### src/rtl/esc_tfd_pkg.sv
`default_nettype none
// ----------------------------------------------------------------------------
// ESC telemetry frame decoder package
// Shared constants, result types and the CRC-8 byte update function.
// ----------------------------------------------------------------------------
package esc_tfd_pkg;

    localparam int unsigned FRAME_BYTES = 10;
    localparam int unsigned POS_W       = 4;

    localparam logic [7:0] CRC_POLY = 8'h07;
    localparam logic [7:0] CRC_TOP  = 8'h80;

    // Frame byte positions that carry a field.
    localparam logic [POS_W-1:0] POS_TEMP     = 4'd0;
    localparam logic [POS_W-1:0] POS_VOLT_HI  = 4'd1;
    localparam logic [POS_W-1:0] POS_VOLT_LO  = 4'd2;
    localparam logic [POS_W-1:0] POS_CURR_HI  = 4'd3;
    localparam logic [POS_W-1:0] POS_CURR_LO  = 4'd4;
    localparam logic [POS_W-1:0] POS_SPEED_HI = 4'd7;
    localparam logic [POS_W-1:0] POS_SPEED_LO = 4'd8;
    localparam logic [POS_W-1:0] POS_CRC      = POS_W'(FRAME_BYTES - 1);

    // Input action codes.
    localparam logic ACT_BYTE    = 1'b0;
    localparam logic ACT_TIMEOUT = 1'b1;

    typedef struct packed {
        logic [7:0]  temperature;
        logic [15:0] voltage;
        logic [15:0] current;
        logic [15:0] speed;
        logic        crc_ok;
    } frame_result_t;

    typedef struct packed {
        logic             frame_done;
        logic [POS_W-1:0] position;
    } asm_status_t;

    // MSB-first CRC-8 update of one byte, no reflection.
    function automatic logic [7:0] crc8_feed(input logic [7:0] acc, input logic [7:0] data);
        logic [7:0] r;
        r = acc ^ data;
        for (int k = 0; k < 8; k++) begin
            if ((r & CRC_TOP) != 8'h00)
            begin
                r = (r << 1) ^ CRC_POLY;
            end
            else
            begin
                r = r << 1;
            end
        end
        return r;
    endfunction

endpackage
`default_nettype wire

### src/rtl/esc_telemetry_frame_decoder_unit.sv
`default_nettype none
// ----------------------------------------------------------------------------
// ESC telemetry frame decoder, top level
// Assembles 10-byte motor-controller telemetry frames and checks their CRC-8.
// ----------------------------------------------------------------------------
// Path: the tenth byte is held in the input register; its frame result then
// goes to the result register and out_valid. One transaction is taken per cycle
// unless that last byte waits on a full result register; the frame state update
// is a single pass of logic between the input register and the result register.
// Reset: rst_n clears the byte position, the running CRC, the field holds and
// both valid flags, so the first byte after reset starts a new frame.
// ----------------------------------------------------------------------------
module esc_telemetry_frame_decoder_unit (
    input  wire logic        clk,
    input  wire logic        rst_n,
    // Input channel: received byte or idle timeout.
    input  wire logic        in_valid,
    output logic             in_ready,
    input  wire logic        action,
    input  wire logic [7:0]  rx_byte,
    // Output channel: one transaction per completed frame.
    output logic             out_valid,
    input  wire logic        out_ready,
    output logic [7:0]       temperature,
    output logic [15:0]      voltage,
    output logic [15:0]      current,
    output logic [15:0]      speed,
    output logic             crc_ok
);

    // Input register. It holds one accepted transaction until the frame
    // logic can consume it.
    logic       in_valid_reg, in_valid_next;
    logic       action_reg;
    logic [7:0] byte_reg;

    // Result register. It parts the frame logic from the downstream side so
    // that bytes that do not complete a frame keep flowing while a result waits.
    logic                       out_valid_reg, out_valid_next;
    esc_tfd_pkg::frame_result_t result_reg;

    esc_tfd_pkg::asm_status_t   asm_status;
    esc_tfd_pkg::frame_result_t asm_result;

    logic produces;
    logic advance;
    logic out_free;

    // The result slot is free when empty or emptied at this edge.
    assign out_free = !out_valid_reg || out_ready;

    // A buffered transaction moves on unless it would complete a frame while
    // the result slot is still occupied.
    assign produces = in_valid_reg && asm_status.frame_done;
    assign advance  = in_valid_reg && (!asm_status.frame_done || out_free);

    // New input is taken whenever the input register empties at this edge.
    assign in_ready = !in_valid_reg || advance;

    esc_tfd_assembler u_assembler (
        .clk     (clk),
        .rst_n   (rst_n),
        .step    (advance),
        .action  (action_reg),
        .rx_byte (byte_reg),
        .status  (asm_status),
        .result  (asm_result)
    );

    always_comb
    begin
        in_valid_next = in_valid_reg;
        if (in_valid && in_ready)
        begin
            in_valid_next = 1'b1;
        end
        else if (advance)
        begin
            in_valid_next = 1'b0;
        end
    end

    always_comb
    begin
        out_valid_next = out_valid_reg;
        if (advance && produces)
        begin
            out_valid_next = 1'b1;
        end
        else if (out_ready)
        begin
            out_valid_next = 1'b0;
        end
    end

    always_ff @(posedge clk or negedge rst_n)
    begin
        if (!rst_n)
        begin
            in_valid_reg  <= 1'b0;
            out_valid_reg <= 1'b0;
        end
        else
        begin
            in_valid_reg  <= in_valid_next;
            out_valid_reg <= out_valid_next;
        end
    end

    // Payload registers carry no reset.
    always_ff @(posedge clk)
    begin
        if (in_valid && in_ready)
        begin
            action_reg <= action;
            byte_reg   <= rx_byte;
        end
        if (advance && produces)
        begin
            result_reg <= asm_result;
        end
    end

    assign out_valid   = out_valid_reg;
    assign temperature = result_reg.temperature;
    assign voltage     = result_reg.voltage;
    assign current     = result_reg.current;
    assign speed       = result_reg.speed;
    assign crc_ok      = result_reg.crc_ok;

    // ------------------------------------------------------------------------
    // Assertions
    // ------------------------------------------------------------------------

    // The frame position never leaves the range of a frame.
    a_position_range: assert property (
        @(posedge clk) disable iff (!rst_n)
        asm_status.position < esc_tfd_pkg::POS_W'(esc_tfd_pkg::FRAME_BYTES)
    ) else $error("frame position out of range");

    // A new frame result never overwrites one that has not been taken.
    a_no_overwrite: assert property (
        @(posedge clk) disable iff (!rst_n)
        (advance && produces) |-> (!out_valid_reg || out_ready)
    ) else $error("frame result overwritten");

    // A stalled buffered transaction keeps its byte for the next cycle.
    a_input_hold: assert property (
        @(posedge clk) disable iff (!rst_n)
        (in_valid_reg && !advance) |=> (in_valid_reg && $stable(byte_reg))
    ) else $error("buffered input lost while stalled");

    // A result appears only after the last byte of a frame was consumed.
    a_result_source: assert property (
        @(posedge clk) disable iff (!rst_n)
        $rose(out_valid_reg) |-> $past(advance && produces)
    ) else $error("result without a completed frame");

endmodule
`default_nettype wire

### src/rtl/esc_tfd_assembler.sv
`default_nettype none
// ----------------------------------------------------------------------------
// ESC telemetry frame assembler
// Tracks the byte position, running CRC and field holds of the current frame.
// ----------------------------------------------------------------------------
module esc_tfd_assembler (
    input  wire logic                      clk,
    input  wire logic                      rst_n,
    input  wire logic                      step,
    input  wire logic                      action,
    input  wire logic [7:0]                rx_byte,
    output esc_tfd_pkg::asm_status_t       status,
    output esc_tfd_pkg::frame_result_t     result
);

    logic [esc_tfd_pkg::POS_W-1:0] pos_reg, pos_next, pos_eff;
    logic [7:0]  crc_reg, crc_next, crc_base;
    logic [7:0]  temp_reg, temp_next;
    logic [15:0] volt_reg, volt_next;
    logic [15:0] curr_reg, curr_next;
    logic [15:0] speed_reg, speed_next;
    logic        last_byte;

    // An out-of-range position is treated as the start of a new frame.
    assign pos_eff   = (pos_reg >= esc_tfd_pkg::POS_W'(esc_tfd_pkg::FRAME_BYTES))
                       ? esc_tfd_pkg::POS_TEMP : pos_reg;
    assign last_byte = (action == esc_tfd_pkg::ACT_BYTE) && (pos_eff == esc_tfd_pkg::POS_CRC);
    assign crc_base  = (pos_eff == esc_tfd_pkg::POS_TEMP) ? 8'h00 : crc_reg;

    always_comb
    begin
        pos_next   = pos_reg;
        crc_next   = crc_reg;
        temp_next  = temp_reg;
        volt_next  = volt_reg;
        curr_next  = curr_reg;
        speed_next = speed_reg;
        if (action == esc_tfd_pkg::ACT_TIMEOUT)
        begin
            pos_next = esc_tfd_pkg::POS_TEMP;
            crc_next = 8'h00;
        end
        else
        begin
            case (pos_eff)
                esc_tfd_pkg::POS_TEMP:     temp_next         = rx_byte;
                esc_tfd_pkg::POS_VOLT_HI:  volt_next[15:8]   = rx_byte;
                esc_tfd_pkg::POS_VOLT_LO:  volt_next[7:0]    = rx_byte;
                esc_tfd_pkg::POS_CURR_HI:  curr_next[15:8]   = rx_byte;
                esc_tfd_pkg::POS_CURR_LO:  curr_next[7:0]    = rx_byte;
                esc_tfd_pkg::POS_SPEED_HI: speed_next[15:8]  = rx_byte;
                esc_tfd_pkg::POS_SPEED_LO: speed_next[7:0]   = rx_byte;
                default: ;
            endcase
            if (last_byte)
            begin
                pos_next = esc_tfd_pkg::POS_TEMP;
                crc_next = 8'h00;
            end
            else
            begin
                pos_next = pos_eff + 1'b1;
                crc_next = esc_tfd_pkg::crc8_feed(crc_base, rx_byte);
            end
        end
    end

    always_ff @(posedge clk or negedge rst_n)
    begin
        if (!rst_n)
        begin
            pos_reg   <= '0;
            crc_reg   <= '0;
            temp_reg  <= '0;
            volt_reg  <= '0;
            curr_reg  <= '0;
            speed_reg <= '0;
        end
        else if (step)
        begin
            pos_reg   <= pos_next;
            crc_reg   <= crc_next;
            temp_reg  <= temp_next;
            volt_reg  <= volt_next;
            curr_reg  <= curr_next;
            speed_reg <= speed_next;
        end
    end

    // Byte 9 writes no field, so the holds already carry the whole frame.
    assign result.temperature = temp_reg;
    assign result.voltage     = volt_reg;
    assign result.current     = curr_reg;
    assign result.speed       = speed_reg;
    assign result.crc_ok      = (rx_byte == crc_reg);

    assign status.frame_done  = last_byte;
    assign status.position    = pos_reg;

endmodule
`default_nettype wire

### config.mk
export PLATFORM = sky130hd
export DESIGN_NAME = esc_telemetry_frame_decoder_unit
export DESIGN_NICKNAME = d
export VERILOG_FILES = /design/src/rtl/esc_tfd_pkg.sv /design/src/rtl/esc_telemetry_frame_decoder_unit.sv /design/src/rtl/esc_tfd_assembler.sv
export SDC_FILE = /design/constraint.sdc
export NUM_CORES = 1
export LEC_CHECK = 0
export BUFFER_PORTS_ARGS = -buffer_cell sky130_fd_sc_hd__buf_4
export CAP_MARGIN = 20
export CORE_UTILIZATION = 50
export CTS_CLUSTER_DIAMETER = 50
export CTS_CLUSTER_SIZE = 30
export DETAILED_ROUTE_END_ITERATION = 16
export PLACE_DENSITY = 0.74
export SYNTH_ARGS = -nofsm -noshare
export SYNTH_HDL_FRONTEND = slang
export SYNTH_SLANG_ARGS = --single-unit
export TNS_END_PERCENT = 5
### constraint.sdc
create_clock -name clk -period 5.5 [get_ports clk]
set_clock_uncertainty 0.1 [all_clocks]
set_input_delay 0 -clock clk [delete_from_list [all_inputs] [get_ports clk]]
set_output_delay 0 -clock clk [all_outputs]
set_load 0.02 [all_outputs]
# --- Yosys cells after proc, flatten, opt, wreduce, memory -nomap -nowiden ---
# Index checks and enable logic that the tools add are counted.
word_totals:
  mem_count: 0
  wordCells: 91
  latch_bits: 0
  register_bits: 136
  ramBits: 0
  romBits: 0
op_classes:
  n_mux: 32
  order_cmp: 1
  n_bitwise: 10
  shifts: 0
  eq_ne: 8
  n_mul: 0
  n_div: 0
  n_reduce_logical: 21
  n_addsub: 1
op_table:
  columns: ["op", "n"]
  rows:
  - ["$mux 8", 17]
  - ["$mux 3", 8]
  - ["$not 3->3", 8]
  - ["$reduce_and 3->1", 7]
  - ["$mux 4", 3]
  - ["$eq 4x2->1 const B", 2]
  - ["$eq 4x3->1 const B", 2]
  - ["$eq 4x4->1 const B", 2]
  - ["$eq 8x8->1", 1]
  - ["$xor 8x8->8", 1]
  - ["$logic_and 1x1->1", 5]
  - ["$add 4x1->4 const B", 1]
  - ["$eq 4x1->1 const B", 1]
  - ["$ge 4x4->1 const B", 1]
  - ["$logic_not 4->1", 1]
  - ["$mux 1", 4]
  - ["$reduce_bool 2->1", 2]
  - ["$logic_not 1->1", 3]
  - ["$logic_or 1x1->1", 3]
  - ["$not 1->1", 1]

# --- Logic depth before layout (Yosys ltp) ---
logic_depth:
  depth_word: 37
  depth_mapped: 9

# --- Modules after synthesis ---
# Synthesis repeated with hierarchy kept, for this count alone.
unflattened:
  cells_unflattened: 325
  area_unflattened_um2: 5395.2
modules_own_cells:
  columns: ["mod", "cells_each", "instances", "seq_area_each_um2", "area_each_um2"]
  rows:
  - ["esc_tfd_assembler", 249, 1, 1701.6, 3295.7]
  - ["esc_telemetry_frame_decoder_unit", 76, 1, 2031.9, 2099.5]

# --- Least setup slack after synthesis ---
# No wires, ideal clock.
synth_path:
  kind: "register to register"
  from: "reg u_assembler.pos_reg[3] in the netlist's numbering"
  to: "reg result_reg (netlist bit crc_ok) (enable)"
  setup_slack_ps: -463
  path_stages_with_launch: 9
  t_arrival_ps: 5321
  required_ps: 4858
  setup_ps: 542
  n_path_buf: 1
  cell_sequence: "dfrtp_1 -> o21ai_0 -> nand2_1 -> inv_1 -> ha_1 -> nand4bb_1 -> o31ai_1 -> clkbuf_1 -> nor3_1"
synth_between:
  elab_chain_cells: 8
  word_cells_on_any_way: 9
  classes_between: "1 x order compare; 1 x eq/ne; 1 x mux; 6 x reduce/logical"
synth_lines:
  columns: ["element", "line", "rtl"]
  rows:
  - ["from (decl)", "esc_tfd_assembler.sv:16", "logic [esc_tfd_pkg::POS_W-1:0] pos_reg, pos_next, pos_eff;"]
  - ["from (signal assigned)", "esc_tfd_assembler.sv:81", "pos_reg <= pos_next;"]
  - ["$ge 4x4->1", "esc_tfd_assembler.sv:25", "assign pos_eff = (pos_reg >= esc_tfd_pkg::POS_W'(esc_tfd_pkg::FRAME_BYTES))"]
  - ["$mux 4 *", "esc_tfd_assembler.sv:26", "? esc_tfd_pkg::POS_TEMP : pos_reg;"]
  - ["$eq 4x4->1 *", "esc_tfd_assembler.sv:27", "assign last_byte = (action == esc_tfd_pkg::ACT_BYTE) && (pos_eff == esc_tfd_pkg::POS_CRC);"]
  - ["$logic_and 1x1->1 *", "esc_tfd_assembler.sv:27", null]
  - ["$logic_not 1->1", "esc_telemetry_frame_decoder_unit.sv:55", "assign advance = in_valid_reg && (!asm_status.frame_done || out_free);"]
  - ["$logic_or 1x1->1", "esc_telemetry_frame_decoder_unit.sv:55", null]
  - ["$logic_and 1x1->1", "esc_telemetry_frame_decoder_unit.sv:55", null]
  - ["$logic_and 1x1->1 *", "esc_telemetry_frame_decoder_unit.sv:118", "if (advance && produces)"]
  - ["to (signal assigned)", "esc_telemetry_frame_decoder_unit.sv:120", "result_reg <= asm_result;"]
  - ["to (decl)", "esc_telemetry_frame_decoder_unit.sv:40", "esc_tfd_pkg::frame_result_t result_reg;"]
# Every way passes the cells marked *; elsewhere a longest branch is shown, timed or not.
# A chain may end at the register's enable or synchronous reset.

# --- Worst setup path after layout ---
layout_path:
  from: "reg u_assembler.pos_reg[3] in the netlist's numbering"
  to: "reg result_reg (netlist bit speed[6]) (enable)"
# The elaborated chain is that of the path after synthesis.

==> qor.csv <==
metric;value;unit
HPWL Detailed;5.85;mm
Switching Fraction;24.7;%
setup TNS;0;ns
Resized cells post-CTS;0;
Clock Sinks;136;
Tightest Pin Transition;0.899;ns
top cell type's share of synthesized area;37.6;%
pre-CTS setup slack;2.63;ns
Cell Int Power;0.00232;W
Worst Reg-to-Reg Cells;9;
clock share of power;38.1;%
yosys warns;0;
Tcrit/Tclk final;51.7;%
Critical Path RT;5.54;ns
Yosys reg bits;136;
clk root buf;clkbuf_8;
hold crit path type;input port to async pin;
Synthesized Nets;340;
DRC;0;
Logic pwr share;15.3;%
Crit Path Max Fanout;57;
Post-Syn Instances;323;
crit path time final;2.84;ns
nets;430;
DR iter-0 viols;147;
post-DR wirelength/cell;17.0;µm
status;complete, no violations;
Initial Util;51.3;%
Async SR Flop Fraction;51.5;%
VDD IR-drop max;0.240;mV
largest net degree at the start of global routing;71;
post-CTS setup buffers;0;
setup violators final;0;
Hold Fails Final Rpt;0;
clk slew on worst S/H paths;0.06;ns
CTS tree;yes;
Layout area overhead;27.0;%
CTS H-tree depth;4;
critical path endpoint category;register;
origin of the critical flop-to-flop path;u_assembler.pos_reg[3];
Congestion Overflow GR;0;
upper clock frequency limit;352;MHz
TritonCTS Buffers;17;
die height;105;µm
Synth Flop Type;dfrtp_1;
FP Rows;37;
routability cong.;0.872;
IO Port Bufs;71;
Pwr Total;0.00308;W
residual antenna-violating net count after detailed routing;0;
r2r setup slk;2.66;ns
most common cell in the netlist;dfrtp_1;
via count;2859;
number of synthesized flops with an enable pin;66;
synth unique cells;36;
Rel. slew slack;40.1;%
worst r2r dst;speed[6];
CP arrival;2.88;ns
area of the multi-input gates;1460;µm²
register area;3730;µm²
Die ar.;11000;µm²
ANT cells;0;
PwrDens;460;nW/µm²
Post-Route WL;9.55;mm
Clk Latency, worst-skew pair;0.51;ns
Leak;2.82;nW
DRT Pass-1 Iters;4;
share of cells above drive strength 1;34.5;%
Syn Area/Cell;16.3;µm²
setup ws final;2.66;ns
CTS max path bufs;2;
final hold slack;0.0338;ns
vias per cell;5.09;
Flop pwr share;46.6;%
GRT Resource Usage Total;18.9;%
Synth area leaders;edfxtp_1 (38%), dfrtp_1 (33%), mux2_2 (6.2%);
area of the mapped netlist;5270;µm²
element type at the critical path start;register;
max-cap violations;0;
core area;10300;µm²
antenna violations before repair;0;
Setup CP Type;register to register;
vias in the first global route;2875;
area leader, netlist;edfxtp_1;
Die X;105;µm
first-pass GRT wire length;15.3;mm
Post-CTS Hold Buffers;13;
sequential share of the synthesized area;70.8;%
max-slew violations;0;
IO Count;72;
RSZ-0062 raised after global routing;no;
Synth top cells by count;dfrtp_1 (70), edfxtp_1 (66), xnor2_1 (33);
FILL cells;736;
Psw;0.000760;W
[layer usage]
| layer | vias to the layer above | global-route usage [%] | routed length [µm] |
|---|---|---|---|
| met3 | 14 | 5.55 | 444 |
| met5 | - | 0 | 0 |
| li1 | 1330 | - | - |
| met1 | 1430 | 25.2 | 4310 |
| met4 | 0 | 6.84 | 163 |
| met2 | 85 | 29.7 | 4640 |
[critical path, cell delays in order (launching register included)]
cell       delay (ns)
dfrtp_1          0.44
o21ai_0          0.11
nand2_1          0.13
inv_1            0.09
ha_1             0.25
nand4bb_1        0.30
o31ai_1          0.12
buf_4            0.19
nor3_4           0.10
buf_4            0.59
[through the flow]
| stage | area, µm² | utilization, % | instances |
|---|---|---|---|
| CTS | 6690 | 65.1 | 562 |
| detailed placement | 5930 | 57.7 | 517 |
| global route | 6690 | 65.1 | 562 |
| floorplan | 5280 | - | 323 |
| finish | 6690 | 65.1 | 562 |
| global placement | 5930 | 57.7 | 517 |
[worst max path at each step]
stage / to / from / slack [ns] / cells after the start
6_report: speed[6] / u_assembler.pos_reg[3] / 2.66 / 9
5_1_grt: speed[6] / u_assembler.pos_reg[3] / 2.40 / 9
4_1_cts: speed[6] / u_assembler.pos_reg[3] / 2.63 / 9
3_5_place_dp: speed[13] / u_assembler.pos_reg[3] / 2.63 / 9
3_3_place_gp: temperature[5] / u_assembler.pos_reg[3] / 2.76 / 9
2_1_floorplan: crc_ok / u_assembler.pos_reg[3] / 1.26 / 8
[area by class of cell]
cell class                      instances  area share [%]
Clock inverter                         11            2.39
Clock buffer                           21            7.03
Multi-Input combinational cell        166            21.8
Inverter                                6           0.337
Sequential cell                       136            55.8
Tap cell                              136            2.54
Timing Repair Buffer                   86            10.1
[power by group through the flow]
stage	Clock, W	Sequential (W)	Combinational, W
final	0.00117	0.00144	0.000471
after global routing	0.00123	0.00146	0.000521
after CTS	0.00119	0.00144	0.000476
after detailed placement	0	0.00145	0.000459
after global placement	0	0.00144	0.000446
after floorplan	0	0.00139	0.000405
[layout by cell type, fill, tap and decap left out, types with 2 or more instances in the layout]
master,netlist,routed
xnor2_1,33,33
o31ai_1,2,2
nand2_2,3,3
a31oi_1,2,2
nand4_1,3,3
buf_4,0,73
a22o_1,2,2
mux2_1,19,19
mux2_2,29,29
edfxtp_1,66,66
clkbuf_8,0,3
inv_1,6,6
o21ai_0,11,11
dfrtp_1,70,70
clkbuf_16,0,17
clkinv_4,0,3
bufinv_16,0,3
nand3_1,3,3
inv_6,0,2
ha_1,4,4
xor2_1,7,7
and2_1,2,2
mux2_4,8,8
clkinvlp_4,0,2
nand2b_1,4,4
dlygate4sd3_1,0,13
nand2_1,17,17
nor2_1,3,3
[cell families (layout without fill, tap and decap cells)]
| kind of cell | Yosys count | in the layout | share of synthesized area [%] |
|---|---|---|---|
| adder cells (fa/ha/maj) | 4 | 4 | 0.950 |
| AO/OA/AOI/OAI | 22 | 22 | 2.71 |
| XOR/XNOR | 41 | 41 | 7.08 |
| multiplexers | 56 | 56 | 12.5 |
| AND/OR/NAND/NOR | 43 | 43 | 4.18 |
| flip-flops | 136 | 136 | 70.8 |
| buffers and inverters | 21 | 124 | 1.71 |
No activity file was read; power rests on OpenSTA's default activity.
